<file path="src/hw/rtl/srbf_pkg.sv">
`timescale 1ns / 1ps
// ----------------------------------------------------------------------------
// srbf_pkg
// Shared constants and types of the sample ring buffer framer.
// ----------------------------------------------------------------------------
package srbf_pkg;

    localparam int RING_DEPTH_DEF = 64;
    localparam int CHANNELS       = 8;
    localparam int CHAN_W         = $clog2(CHANNELS);

    localparam int APB_ADDR_W     = 3;
    localparam logic [0:0] REG_FRAME_SAMPLES = 1'b0;
    localparam logic [7:0] FS_RESET = 8'd10;

    localparam logic [7:0]  HDR_SYNC0  = 8'hA5;
    localparam logic [7:0]  HDR_SYNC1  = 8'h5A;
    localparam logic [3:0]  STATUS_TAG = 4'hC;
    localparam logic [15:0] LOST_MAX   = 16'hFFFF;

    localparam logic OP_PUSH  = 1'b0;
    localparam logic OP_DRAIN = 1'b1;

    // Strobes from the sequencer to the sample stores.
    typedef struct packed {
        logic wr_head;
        logic wr_chan;
        logic rd_head;
        logic rd_chan;
    } t_ring_ctl;

endpackage

</file>
<file path="src/hw/rtl/srbf_if.sv">
`timescale 1ns / 1ps
// ----------------------------------------------------------------------------
// srbf_in_if / srbf_out_if
// Valid/ready channels for sample items and framed output bytes.
// ----------------------------------------------------------------------------
interface srbf_in_if;
    logic        valid;
    logic        ready;
    logic        opcode;
    logic [31:0] timestamp;
    logic [23:0] status_word;
    logic [23:0] chan_one;
    logic [23:0] chan_two;
    logic [23:0] chan_three;
    logic [23:0] chan_four;
    logic [23:0] chan_five;
    logic [23:0] chan_six;
    logic [23:0] chan_seven;
    logic [23:0] chan_eight;

    modport source (
        output valid, opcode, timestamp, status_word, chan_one, chan_two, chan_three,
               chan_four, chan_five, chan_six, chan_seven, chan_eight,
        input  ready
    );
    modport sink (
        input  valid, opcode, timestamp, status_word, chan_one, chan_two, chan_three,
               chan_four, chan_five, chan_six, chan_seven, chan_eight,
        output ready
    );
endinterface

interface srbf_out_if;
    logic        valid;
    logic        ready;
    logic [7:0]  data_byte;
    logic        frame_end;
    logic        run_end;
    logic [15:0] overflow_count;

    modport source (
        output valid, data_byte, frame_end, run_end, overflow_count,
        input  ready
    );
    modport sink (
        input  valid, data_byte, frame_end, run_end, overflow_count,
        output ready
    );
endinterface

</file>
<file path="src/hw/rtl/srbf_seq.sv">
`timescale 1ns / 1ps
// ----------------------------------------------------------------------------
// srbf_seq
// Sequencer: ring pointers, store writes, and the byte shifter of the framer.
// ----------------------------------------------------------------------------
module srbf_seq #(
    parameter  int RING_DEPTH = srbf_pkg::RING_DEPTH_DEF,
    localparam int PW         = $clog2(RING_DEPTH)
) (
    input  logic                        i_clk,
    input  logic                        i_rst_n,
    input  logic [7:0]                  i_frame_samples,
    srbf_in_if.sink                     i_sample,
    srbf_out_if.source                  o_byte,
    output srbf_pkg::t_ring_ctl         o_ring_ctl,
    output logic [PW-1:0]               o_wr_slot,
    output logic [srbf_pkg::CHAN_W-1:0] o_wr_chan,
    output logic [31:0]                 o_stamp,
    output logic [23:0]                 o_status,
    output logic [23:0]                 o_chan_word,
    output logic [PW-1:0]               o_rd_slot,
    output logic [srbf_pkg::CHAN_W-1:0] o_rd_chan,
    input  logic [31:0]                 i_stamp_q,
    input  logic [23:0]                 i_status_q,
    input  logic [23:0]                 i_chan_q
);

    localparam int CW = srbf_pkg::CHAN_W;

    typedef enum logic [3:0] {
        ST_IDLE = 4'b0001,
        ST_PUSH = 4'b0010,
        ST_LOAD = 4'b0100,
        ST_EMIT = 4'b1000
    } t_state;

    typedef enum logic [3:0] {
        PT_HDR   = 4'b0001,
        PT_STAMP = 4'b0010,
        PT_STAT  = 4'b0100,
        PT_CHAN  = 4'b1000
    } t_part;

    function automatic logic [PW-1:0] adv(input logic [PW-1:0] p);
        adv = (p == PW'(RING_DEPTH - 1)) ? '0 : p + 1'b1;
    endfunction

    // Byte-reverse a 24-bit word so the shifter sends its top byte first.
    function automatic logic [31:0] rev24(input logic [23:0] w);
        rev24 = {8'h00, w[7:0], w[15:8], w[23:16]};
    endfunction

    t_state        r_state, n_state;
    t_part         r_part, n_part;
    logic [PW-1:0] r_wp, n_wp;
    logic [PW-1:0] r_rp, n_rp;
    logic [7:0]    r_fpos, n_fpos;
    logic [15:0]   r_lost, n_lost;
    logic [CW-1:0] r_cnt, n_cnt;
    logic [1:0]    r_bcnt, n_bcnt;
    logic [31:0]   r_shift, n_shift;
    logic          r_out_valid, n_out_valid;
    logic [7:0]    r_data_byte, n_data_byte;
    logic          r_frame_end, n_frame_end;
    logic          r_run_end, n_run_end;
    logic [15:0]   r_ovf, n_ovf;

    logic [31:0]   r_ts;
    logic [23:0]   r_st;
    logic [23:0]   r_ch [srbf_pkg::CHANNELS];

    logic          accept;
    logic          push_ok;
    logic          slot_free;
    logic          word_done;
    logic [1:0]    last_bcnt;
    logic          last_of_frame;

    assign accept    = i_sample.valid && (r_state == ST_IDLE);
    assign push_ok   = (i_sample.opcode == srbf_pkg::OP_PUSH)
                    && (i_sample.status_word[23:20] == srbf_pkg::STATUS_TAG);
    assign slot_free = !r_out_valid || o_byte.ready;
    assign last_bcnt = (r_part == PT_STAMP) ? 2'd3 : 2'd2;
    assign word_done = (r_bcnt == last_bcnt);
    assign last_of_frame = ({1'b0, r_fpos} + 9'd1) >= {1'b0, i_frame_samples};

    assign i_sample.ready        = (r_state == ST_IDLE);
    assign o_byte.valid          = r_out_valid;
    assign o_byte.data_byte      = r_data_byte;
    assign o_byte.frame_end      = r_frame_end;
    assign o_byte.run_end        = r_run_end;
    assign o_byte.overflow_count = r_ovf;

    assign o_wr_slot   = r_wp;
    assign o_wr_chan   = r_cnt;
    assign o_stamp     = r_ts;
    assign o_status    = r_st;
    assign o_chan_word = r_ch[r_cnt];
    assign o_rd_slot   = r_rp;

    always_comb begin
        n_state     = r_state;
        n_part      = r_part;
        n_wp        = r_wp;
        n_rp        = r_rp;
        n_fpos      = r_fpos;
        n_lost      = r_lost;
        n_cnt       = r_cnt;
        n_bcnt      = r_bcnt;
        n_shift     = r_shift;
        n_out_valid = r_out_valid && !o_byte.ready;
        n_data_byte = r_data_byte;
        n_frame_end = r_frame_end;
        n_run_end   = r_run_end;
        n_ovf       = r_ovf;
        o_ring_ctl  = '0;
        o_rd_chan   = '0;

        unique case (r_state)
            ST_IDLE: begin
                if (accept) begin
                    n_cnt = '0;
                    if (push_ok) begin
                        n_state = ST_PUSH;
                    end else if (i_sample.opcode == srbf_pkg::OP_DRAIN && r_rp != r_wp) begin
                        o_ring_ctl.rd_head = 1'b1;
                        o_ring_ctl.rd_chan = 1'b1;
                        n_state            = ST_LOAD;
                    end
                end
            end
            ST_PUSH: begin
                o_ring_ctl.wr_head = (r_cnt == '0);
                o_ring_ctl.wr_chan = 1'b1;
                if (r_cnt == CW'(srbf_pkg::CHANNELS - 1)) begin
                    // Full ring: drop the oldest entry.
                    if (adv(r_wp) == r_rp) begin
                        n_rp = adv(r_rp);
                        if (r_lost != srbf_pkg::LOST_MAX) begin
                            n_lost = r_lost + 16'd1;
                        end
                    end
                    n_wp    = adv(r_wp);
                    n_state = ST_IDLE;
                end else begin
                    n_cnt = r_cnt + 1'b1;
                end
            end
            ST_LOAD: begin
                n_bcnt  = '0;
                n_state = ST_EMIT;
                if (r_fpos == 8'd0) begin
                    n_part  = PT_HDR;
                    n_shift = {8'h00, i_frame_samples, srbf_pkg::HDR_SYNC1,
                               srbf_pkg::HDR_SYNC0};
                end else begin
                    n_part  = PT_STAMP;
                    n_shift = i_stamp_q;
                end
            end
            ST_EMIT: begin
                if (slot_free) begin
                    n_out_valid = 1'b1;
                    n_data_byte = r_shift[7:0];
                    n_frame_end = 1'b0;
                    n_run_end   = 1'b0;
                    n_ovf       = r_lost;
                    if (!word_done) begin
                        n_shift = r_shift >> 8;
                        n_bcnt  = r_bcnt + 2'd1;
                    end else begin
                        n_bcnt = '0;
                        unique case (r_part)
                            PT_HDR: begin
                                n_part  = PT_STAMP;
                                n_shift = i_stamp_q;
                            end
                            PT_STAMP: begin
                                n_part  = PT_STAT;
                                n_shift = rev24(i_status_q);
                            end
                            PT_STAT: begin
                                // Fetch the next channel while this one goes out.
                                n_part             = PT_CHAN;
                                n_cnt              = '0;
                                n_shift            = rev24(i_chan_q);
                                o_ring_ctl.rd_chan = 1'b1;
                                o_rd_chan          = CW'(1);
                            end
                            PT_CHAN: begin
                                if (r_cnt == CW'(srbf_pkg::CHANNELS - 1)) begin
                                    n_run_end   = 1'b1;
                                    n_frame_end = last_of_frame;
                                    n_rp        = adv(r_rp);
                                    n_fpos      = last_of_frame ? 8'd0 : r_fpos + 8'd1;
                                    n_state     = ST_IDLE;
                                end else begin
                                    n_cnt              = r_cnt + 1'b1;
                                    n_shift            = rev24(i_chan_q);
                                    o_ring_ctl.rd_chan = 1'b1;
                                    o_rd_chan          = r_cnt + CW'(2);
                                end
                            end
                            default: begin
                                n_part = PT_HDR;
                            end
                        endcase
                    end
                end
            end
            default: begin
                n_state = ST_IDLE;
            end
        endcase
    end

    always_ff @(posedge i_clk) begin
        if (!i_rst_n) begin
            r_state     <= ST_IDLE;
            r_part      <= PT_HDR;
            r_wp        <= '0;
            r_rp        <= '0;
            r_fpos      <= '0;
            r_lost      <= '0;
            r_cnt       <= '0;
            r_bcnt      <= '0;
            r_out_valid <= 1'b0;
        end else begin
            r_state     <= n_state;
            r_part      <= n_part;
            r_wp        <= n_wp;
            r_rp        <= n_rp;
            r_fpos      <= n_fpos;
            r_lost      <= n_lost;
            r_cnt       <= n_cnt;
            r_bcnt      <= n_bcnt;
            r_out_valid <= n_out_valid;
        end
    end

    always_ff @(posedge i_clk) begin
        r_shift     <= n_shift;
        r_data_byte <= n_data_byte;
        r_frame_end <= n_frame_end;
        r_run_end   <= n_run_end;
        r_ovf       <= n_ovf;
        if (accept) begin
            r_ts    <= i_sample.timestamp;
            r_st    <= i_sample.status_word;
            r_ch[0] <= i_sample.chan_one;
            r_ch[1] <= i_sample.chan_two;
            r_ch[2] <= i_sample.chan_three;
            r_ch[3] <= i_sample.chan_four;
            r_ch[4] <= i_sample.chan_five;
            r_ch[5] <= i_sample.chan_six;
            r_ch[6] <= i_sample.chan_seven;
            r_ch[7] <= i_sample.chan_eight;
        end
    end

endmodule

</file>
<file path="src/flat_wrapper.sv">
// flat-port wrapper written by rule: the top's interface ports become plain ports
module srbf_seq_flat 
#(
    parameter  int RING_DEPTH = srbf_pkg::RING_DEPTH_DEF,
    localparam int PW         = $clog2(RING_DEPTH)
)
  (i_clk, i_rst_n, i_frame_samples, o_ring_ctl, o_wr_slot, o_wr_chan, o_stamp, o_status, o_chan_word, o_rd_slot, o_rd_chan, i_stamp_q, i_status_q, i_chan_q, i_sample_valid, i_sample_opcode, i_sample_timestamp, i_sample_status_word, i_sample_chan_one, i_sample_chan_two, i_sample_chan_three, i_sample_chan_four, i_sample_chan_five, i_sample_chan_six, i_sample_chan_seven, i_sample_chan_eight, i_sample_ready, o_byte_valid, o_byte_data_byte, o_byte_frame_end, o_byte_run_end, o_byte_overflow_count, o_byte_ready);
  srbf_in_if i_sample_i ();
  srbf_out_if o_byte_i ();
  input  logic i_clk;
  input  logic i_rst_n;
  input  logic [7:0] i_frame_samples;
  output srbf_pkg::t_ring_ctl o_ring_ctl;
  output logic [PW-1:0] o_wr_slot;
  output logic [srbf_pkg::CHAN_W-1:0] o_wr_chan;
  output logic [31:0] o_stamp;
  output logic [23:0] o_status;
  output logic [23:0] o_chan_word;
  output logic [PW-1:0] o_rd_slot;
  output logic [srbf_pkg::CHAN_W-1:0] o_rd_chan;
  input  logic [31:0] i_stamp_q;
  input  logic [23:0] i_status_q;
  input  logic [23:0] i_chan_q;
  input wire logic [$bits(i_sample_i.valid)-1:0] i_sample_valid;
  input wire logic [$bits(i_sample_i.opcode)-1:0] i_sample_opcode;
  input wire logic [$bits(i_sample_i.timestamp)-1:0] i_sample_timestamp;
  input wire logic [$bits(i_sample_i.status_word)-1:0] i_sample_status_word;
  input wire logic [$bits(i_sample_i.chan_one)-1:0] i_sample_chan_one;
  input wire logic [$bits(i_sample_i.chan_two)-1:0] i_sample_chan_two;
  input wire logic [$bits(i_sample_i.chan_three)-1:0] i_sample_chan_three;
  input wire logic [$bits(i_sample_i.chan_four)-1:0] i_sample_chan_four;
  input wire logic [$bits(i_sample_i.chan_five)-1:0] i_sample_chan_five;
  input wire logic [$bits(i_sample_i.chan_six)-1:0] i_sample_chan_six;
  input wire logic [$bits(i_sample_i.chan_seven)-1:0] i_sample_chan_seven;
  input wire logic [$bits(i_sample_i.chan_eight)-1:0] i_sample_chan_eight;
  output wire logic [$bits(i_sample_i.ready)-1:0] i_sample_ready;
  output wire logic [$bits(o_byte_i.valid)-1:0] o_byte_valid;
  output wire logic [$bits(o_byte_i.data_byte)-1:0] o_byte_data_byte;
  output wire logic [$bits(o_byte_i.frame_end)-1:0] o_byte_frame_end;
  output wire logic [$bits(o_byte_i.run_end)-1:0] o_byte_run_end;
  output wire logic [$bits(o_byte_i.overflow_count)-1:0] o_byte_overflow_count;
  input wire logic [$bits(o_byte_i.ready)-1:0] o_byte_ready;
  assign i_sample_i.valid = i_sample_valid;
  assign i_sample_i.opcode = i_sample_opcode;
  assign i_sample_i.timestamp = i_sample_timestamp;
  assign i_sample_i.status_word = i_sample_status_word;
  assign i_sample_i.chan_one = i_sample_chan_one;
  assign i_sample_i.chan_two = i_sample_chan_two;
  assign i_sample_i.chan_three = i_sample_chan_three;
  assign i_sample_i.chan_four = i_sample_chan_four;
  assign i_sample_i.chan_five = i_sample_chan_five;
  assign i_sample_i.chan_six = i_sample_chan_six;
  assign i_sample_i.chan_seven = i_sample_chan_seven;
  assign i_sample_i.chan_eight = i_sample_chan_eight;
  assign i_sample_ready = i_sample_i.ready;
  assign o_byte_valid = o_byte_i.valid;
  assign o_byte_data_byte = o_byte_i.data_byte;
  assign o_byte_frame_end = o_byte_i.frame_end;
  assign o_byte_run_end = o_byte_i.run_end;
  assign o_byte_overflow_count = o_byte_i.overflow_count;
  assign o_byte_i.ready = o_byte_ready;
  srbf_seq #(.RING_DEPTH(RING_DEPTH)) u_core (.i_clk(i_clk), .i_rst_n(i_rst_n), .i_frame_samples(i_frame_samples), .i_sample(i_sample_i), .o_byte(o_byte_i), .o_ring_ctl(o_ring_ctl), .o_wr_slot(o_wr_slot), .o_wr_chan(o_wr_chan), .o_stamp(o_stamp), .o_status(o_status), .o_chan_word(o_chan_word), .o_rd_slot(o_rd_slot), .o_rd_chan(o_rd_chan), .i_stamp_q(i_stamp_q), .i_status_q(i_status_q), .i_chan_q(i_chan_q));
endmodule
</file>
<file path="config.mk">
export PLATFORM = sky130hd
export DESIGN_NAME = srbf_seq_flat
export DESIGN_NICKNAME = d
export VERILOG_FILES = /design/src/hw/rtl/srbf_pkg.sv /design/src/hw/rtl/srbf_if.sv /design/src/hw/rtl/srbf_seq.sv /design/src/flat_wrapper.sv
export SDC_FILE = /design/constraint.sdc
export NUM_CORES = 1
export LEC_CHECK = 0
export BUFFER_PORTS_ARGS = -buffer_cell sky130_fd_sc_hd__buf_4
export CAP_MARGIN = 5
export CELL_PAD_IN_SITES_DETAIL_PLACEMENT = 1
export CELL_PAD_IN_SITES_GLOBAL_PLACEMENT = 1
export CORE_MARGIN = 8
export CORE_UTILIZATION = 41
export DETAILED_ROUTE_END_ITERATION = 12
export PLACE_DENSITY_LB_ADDON = 0.1
export SLEW_MARGIN = 0
export SYNTH_ARGS = -nofsm -noshare
export SYNTH_HDL_FRONTEND = slang
export SYNTH_SLANG_ARGS = --single-unit
export TNS_END_PERCENT = 10
</file>
<file path="constraint.sdc">
create_clock -name i_clk -period 8.9 [get_ports i_clk]
set_input_delay 0.445 -clock i_clk [delete_from_list [all_inputs] [get_ports i_clk]]
set_output_delay 0.445 -clock i_clk [all_outputs]
set_load 0.02 [all_outputs]
</file>
=== Word level (Yosys, flattened, before mapping) ===
Memory sizes are Yosys's and may differ from the RTL's. A register that Yosys moved wholly into a read port is not among the register bits.
Index checks and enable logic that the tools add are counted.

* Logic and storage cells: 140
* Memories: 1
* Register bits after elaboration: 164
* Memory bits (writable): 192

* Reductions and logical operators: 24
* Bitwise logic cells: 1
* Equality and inequality tests: 28
* Add/sub/neg operators: 8
* Muxes and demuxes: 61
* Magnitude comparators: 1

{| class="wikitable"
|+ Memories
! memory !! words !! width !! read ports !! clocked after Yosys merged registers in !! wr ports !! RTL line !! text
|-
| u_core.r_ch || 8 || 24 || 1 || 1 || 8 || srbf_seq.sv:70 || <nowiki>logic [23:0] r_ch [srbf_pkg::CHANNELS];</nowiki>
|}

{| class="wikitable"
|+ Operator list
! kind !! number
|-
| 2-to-1 mux 32 bit || 4
|-
| case mux 32 bit (4 select lines) || 1
|-
| case mux 32 bit (2 select lines) || 1
|-
| 2-to-1 mux 6 bit || 8
|-
| 2-to-1 mux 4 bit || 9
|-
| case mux 4 bit (4 select lines) || 2
|-
| 2-to-1 mux 3 bit || 10
|-
| adder 16 x 1 -> 16 bit, second input constant || 1
|-
| inequality test 16 bit, second input constant || 1
|-
| AND reduction 5 bit || 3
|-
| 2-to-1 mux 2 bit || 7
|-
| adder 6 x 1 -> 6 bit, second input constant || 2
|-
| equality test 4 bit, second input constant || 3
|-
| equality test 6 bit, second input constant || 2
|-
| inequality test 2 x 1 -> 1 bit, second input constant || 6
|-
| case mux 3 bit (2 select lines) || 2
|-
| case mux 6 bit (2 select lines) || 1
|-
| AND reduction 4 bit || 3
|-
| 2-to-1 mux 1 bit || 10
|-
| adder 8 x 1 -> 9 bit, second input constant || 1
|-
| greater-or-equal comparator 9 x 8 -> 1 bit || 1
|-
| case mux 3 bit (3 select lines) || 1
|-
| adder 8 x 1 -> 8 bit, second input constant || 1
|-
| equality test 4 x 1 -> 1 bit, second input constant || 2
|-
| 29 further kinds || 41
|}

=== Depth between registers and ports, before layout ===
* Depth after elaboration: 8
* Mapped depth: 10
* Mapped depth without buffers: 10

=== Worst setup path after synthesis ===
Ideal clock, no wire load.

* Kind: register to register
* Start point: register u_core.r_state[3]
* End point: register u_core.r_ts[0] (netlist: u_core.o_stamp[0]) (enable)
* Period minus slack after synthesis: 6.388 ns
* Setup time: 0.599 ns
* Stages on the path, launching flop included: 6
* Data arrival time: 5.788 ns
* Slack: 2.512 ns
* Buffers on the path: 0
* Path through: dfxtp_1 > nor2_1 > nand3b_1 > inv_1 > nand2_1 > inv_1

* Longest elaborated chain between the ends: 2

{| class="wikitable"
|+ Ends and longest elaborated chain
! element !! RTL line !! text
|-
| start: declaration || srbf_seq.sv:53 || <nowiki>t_state r_state, n_state;</nowiki>
|-
| start signal: assignment || srbf_seq.sv:229 || <nowiki>r_state <= n_state;</nowiki>
|-
| equality test 4 x 1 -> 1 bit || -- ||
|-
| net i_sample_ready || flat_wrapper.sv:36 || <nowiki>output wire logic [$bits(i_sample_i.ready)-1:0] i_sample_ready;</nowiki>
|-
| logical AND 1 bit || srbf_seq.sv:79 || <nowiki>assign accept = i_sample.valid && (r_state == ST_IDLE);</nowiki>
|-
| net u_core.accept || srbf_seq.sv:72 || <nowiki>logic accept;</nowiki>
|-
| end signal: assignment || srbf_seq.sv:248 || <nowiki>r_ts <= i_sample.timestamp;</nowiki>
|-
| end: declaration || srbf_seq.sv:68 || <nowiki>logic [31:0] r_ts;</nowiki>
|}

The timed path passes the listed nets, and every way through them passes these cells.
A chain may end at the register's enable or synchronous reset.

=== Worst setup path in the final report ===
* Start point: register u_core.r_part[1]
* End point: output o_rd_chan[0] (netlist bit)

* Longest elaborated chain between the ends: 6

{| class="wikitable"
|+ Ends and longest elaborated chain
! element !! RTL line !! text
|-
| start: declaration || srbf_seq.sv:54 || <nowiki>t_part r_part, n_part;</nowiki>
|-
| start signal: assignment || srbf_seq.sv:230 || <nowiki>r_part <= n_part;</nowiki>
|-
| equality test 4 x 2 -> 1 bit || srbf_seq.sv:83 || <nowiki>assign last_bcnt = (r_part == PT_STAMP) ? 2'd3 : 2'd2;</nowiki>
|-
| 2-to-1 mux 1 bit || srbf_seq.sv:83 ||
|-
| equality test 2 bit || srbf_seq.sv:84 || <nowiki>assign word_done = (r_bcnt == last_bcnt);</nowiki>
|-
| 2-to-1 mux 3 bit (*) || srbf_seq.sv:168 || <nowiki>if (!word_done) begin</nowiki>
|-
| 2-to-1 mux 3 bit (*) || srbf_seq.sv:162 || <nowiki>if (slot_free) begin</nowiki>
|-
| 2-to-1 mux 3 bit (*) || srbf_seq.sv:119 || <nowiki>unique case (r_state)</nowiki>
|-
| end: declaration || flat_wrapper.sv:20 || <nowiki>output logic [srbf_pkg::CHAN_W-1:0] o_rd_chan;</nowiki>
|}

Every way passes the cells marked *; elsewhere a longest branch is shown, timed or not.

==> impl_metrics.py <==
metrics = {
    "yosys": {
        "synth_warnings": 0,
        "synthSimpleGateAreaFrac": 0.0834,
        "synth_area_per_cell_um2": 15.4,
        "synth-edff-count": 306,
        "synth-compound-area-share": 0.0784,
        "synth-async-reset-ratio": 0,
        "synthMuxAreaShare": 0.0953,
        "ys.flop_type": "edfxtp_1",
        "synth-seq-cells": 359,
        "netlist_instances": 956,
        "syn-num-nets": 1313,
        "synth_xor_area_frac": 0.0131,
        "synth.distinct_cells": 65,
        "synth_area_mm2": 0.0147,
        "ys_seq_area_frac": 0.697,
        "synth_top_family_by_area": "multiplexers",
        "synth_fa_ha_area_frac": 0.0143,
    },
    "place": {
        "dp_slack_ns": 5.51,
        "hpwlAfterDp_um": 35700,
        "gp_congestion": 0.827,
        "portBuffers": 470,
    },
    "grt": {
        "grt_pass1_wl_um": 69000,
        "overflow": 0,
        "antenna_found_initial": 9,
        "grtUsageTotal": 0.218,
        "grt_max_degree": 86,
        "grt_pass1_vias": 10800,
    },
    "clock_tree": {
        "cts_max_level": 2,
        "root_buffer": "clkbuf_16",
        "clkTransAtPathRegs_ns": 0.06,
        "cts_setup_buffers": 0,
        "cts_hold_buf": 0,
        "cts_tree": "yes",
        "cts_resized": 0,
        "clock_sinks": 359,
        "insertion_delay_ns": 0.53,
        "cts-buffers-inserted": 41,
        "clock_path_buffers": 3,
    },
    "route": {
        "routedWlPerCell_um": 25.0,
        "vias": 10200,
        "drt_wl_total_um": 48200,
        "postRouteAntennaNets": 0,
        "vias_per_cell": 5.30,
        "first_pass_iters": 4,
        "initialDrtViolationCount": 506,
        "drc": 0,
    },
    "worst_setup_path": {
        "crit_family": "simple AND/OR/NAND/NOR gates",
        "r2r_setup_slack_ns": 5.68,
        "critical_path.cell_chain": "nor4b_4, buf_4, xnor2_1, nand2_1, or4_1, a21oi_1, buf_4",
        "critPathLaunchType": "flop",
        "path_common_cell": "buf_4",
        "crit_fanout": 28,
        "path_buf_inv": 2,
        "path_class": "flop to output port",
        "cp-end-kind": "output port",
        "cp_slowest_cell": "or4_1",
        "required_ns": 8.46,
        "arrival_ns": 3.53,
        "cpPeakStageDelay_ns": 0.78,
    },
    "sta": {
        "fmax_mhz": 251,
        "rsz0062_at_grt": "false",
        "finClkSkew_ns": 0.0124,
        "fin_setup_tns_ns": 0,
        "hold_violations": 0,
        "slew-limit-headroom": 0.224,
        "slew_viol_final": 0,
        "timing_worst_slew_pin_value_ns": 1.16,
        "setup_viol": 0,
        "fin_crit_ns": 3.98,
        "fin_ws_ns": 4.92,
        "period_share": 0.447,
    },
    "floorplanning": {
        "rows": 69,
        "core_mm2": 0.0355,
        "die_w_um": 205,
        "die_y_um": 205,
        "die-area_mm2": 0.0422,
        "initial_core_util": 0.415,
        "io_pins": 471,
    },
    "pwr": {
        "p_leak_nw": 7.69,
        "irDropWorstVdd_mv": 0.130,
        "p_total_mw": 3.85,
        "pwr_density_cell_mw_per_mm2": 192,
    },
    "layout": {
        "final_core_util": 0.565,
        "syn2layout_area_growth_pct": 36.3,
        "layout.nets": 1787,
        "final_layout_size_suffix_gt1_frac": 0.431,
    },
    "flow_run": {
        "drv_cap": 0,
    },
    "outcome": {
        "run_status": "finished clean",
    },
    "min_path": {
        "holdCritPathClass": "input port to flop",
    },
}
power breakdown:
group          switching [mW]  total, mW  leakage (nW)  internal (mW)
registers              0.0187       1.92          3.41           1.90
logic                   0.112      0.256          3.63          0.145
clock network           0.657       1.67         0.650           1.01
total                   0.787       3.85          7.69           3.06
through the flow:
stage | cells | area, um^2 | hold WS (ns)
2_1_floorplan | 956 | 14700 | 0.400
3_3_place_gp | 1848 | 18700 | 0.402
3_5_place_dp | 1848 | 18700 | 0.406
4_1_cts | 1922 | 20000 | 0.0565
5_1_grt | 1924 | 20100 | 0.0576
6_report | 1925 | 20100 | 0.0890
cells in the final DEF, fill, tap and decap left out, types with 10 or more instances in the layout:
cell / synthesis / final
buf_4: 0 / 481
edfxtp_1: 306 / 306
nand2_1: 56 / 56
nor2_1: 52 / 51
a21oi_1: 51 / 51
dfxtp_1: 53 / 50
mux4_2: 48 / 48
clkbuf_16: 0 / 43
o21ai_0: 42 / 42
nand3_1: 26 / 26
mux2_2: 24 / 24
nor3_1: 24 / 23
xnor2_1: 18 / 18
inv_1: 18 / 17
ha_1: 16 / 16
a22oi_1: 15 / 15
or3_1: 14 / 14
and2_1: 12 / 13
nand2b_1: 12 / 12
a221o_1: 11 / 11
clkinv_1: 1 / 10
sequential cells by signal (all words and copies together) (netlist names), named ones only:
| register | flops |
|---|---|
| u_core.o_stamp | 32 |
| u_core.o_byte.data_byte | 8 |
| u_core.r_lost | 16 |
| u_core.r_shift | 32 |
| u_core.r_bcnt | 2 |
| u_core.o_status | 24 |
| u_core.o_byte.overflow_count | 16 |
| u_core.r_state | 4 |
| u_core.o_byte.frame_end | 1 |
| u_core.o_rd_slot | 6 |
| u_core.o_wr_slot | 6 |
| u_core.r_ch | 192 |
| u_core.o_wr_chan | 3 |
| u_core.o_byte.run_end | 1 |
| u_core.r_part | 4 |
| u_core.r_fpos | 8 |
| u_core.o_byte.valid | 1 |
cell usage after synthesis, drive strengths merged, types with 5 or more instances:
| master | instances | area share |
|---|---|---|
| nand3 | 27 | 0.0095 |
| a22oi | 15 | 0.0077 |
| mux2i | 5 | 0.0034 |
| dfxtp | 53 | 0.072 |
| a21oi | 51 | 0.017 |
| nand4 | 8 | 0.0034 |
| nor2 | 52 | 0.013 |
| a221oi | 8 | 0.0048 |
| ha | 16 | 0.014 |
| or3 | 14 | 0.0060 |
| and3 | 7 | 0.0030 |
| nand2b | 12 | 0.0051 |
| and2 | 13 | 0.0055 |
| a21o | 6 | 0.0031 |
| nor2b | 5 | 0.0021 |
| o31ai | 7 | 0.0036 |
| edfxtp | 306 | 0.62 |
| nand2 | 56 | 0.014 |
| o21ai | 42 | 0.014 |
| xnor2 | 18 | 0.011 |
| nor3 | 24 | 0.0082 |
| clkbuf | 35 | 0.0090 |
| mux4 | 48 | 0.073 |
| a221o | 11 | 0.0075 |
| inv | 18 | 0.0046 |
| a31o | 6 | 0.0036 |
| mux2 | 24 | 0.018 |
| buf | 15 | 0.0048 |
layout make-up:
type	count	area, um^2
Clock inverter	20	195
Inverter	19	78.8
Antenna cell	3	7.51
Clock buffer	54	1140
Sequential cell	359	10300
Tap cell	461	577
Multi-Input combinational cell	528	4190
Fill cell	3524	15400
Timing Repair Buffer	481	3610
cell families after synthesis:
kind of cell	after synthesis
DFF	359
muxes	77
adders and majority gates	17
and+or+nand+nor	238
buffers and inverters	69
AOI/OAI and AO/OA	174
xor gates and xnor gates	22
worst reg2reg max path, stage by stage, from the launching register on:
cell and delay (ns):
dfxtp_1 0.54, nor4b_4 0.26, buf_4 0.35, xnor2_1 0.18, nand2_1 0.56, nor3_1 0.47, o21ba_2 0.29, or3b_1 0.37
a21oi_1 0.14
final timing paths:
check,startpoint,end,cells past startpoint
max,u_core.r_part[1]$_SDFFE_PN0P_,o_rd_chan[0],7
min,i_sample_status_word[17],u_core.o_status[17]$_DFFE_PP_,1
max reg2reg,u_core.r_part[1]$_SDFFE_PN0P_,u_core.o_rd_slot[0]$_SDFFE_PN0P_,8
min reg2reg,u_core.r_shift[0]$_DFFE_PP_,u_core.o_byte.data_byte[0]$_DFFE_PP_,0
per-layer routing:
layer / share of wire / vias up / GRT usage / wire, um
li1: - / 4697 / - / -
met1: 0.38 / 5112 / 0.260 / 18300
met2: 0.52 / 324 / 0.378 / 25000
met3: 0.080 / 65 / 0.0690 / 3870
met4: 0.020 / 12 / 0.0595 / 946
met5: 0.0015 / - / 0 / 72
Note: power is estimated with default switching activity, not from simulation.
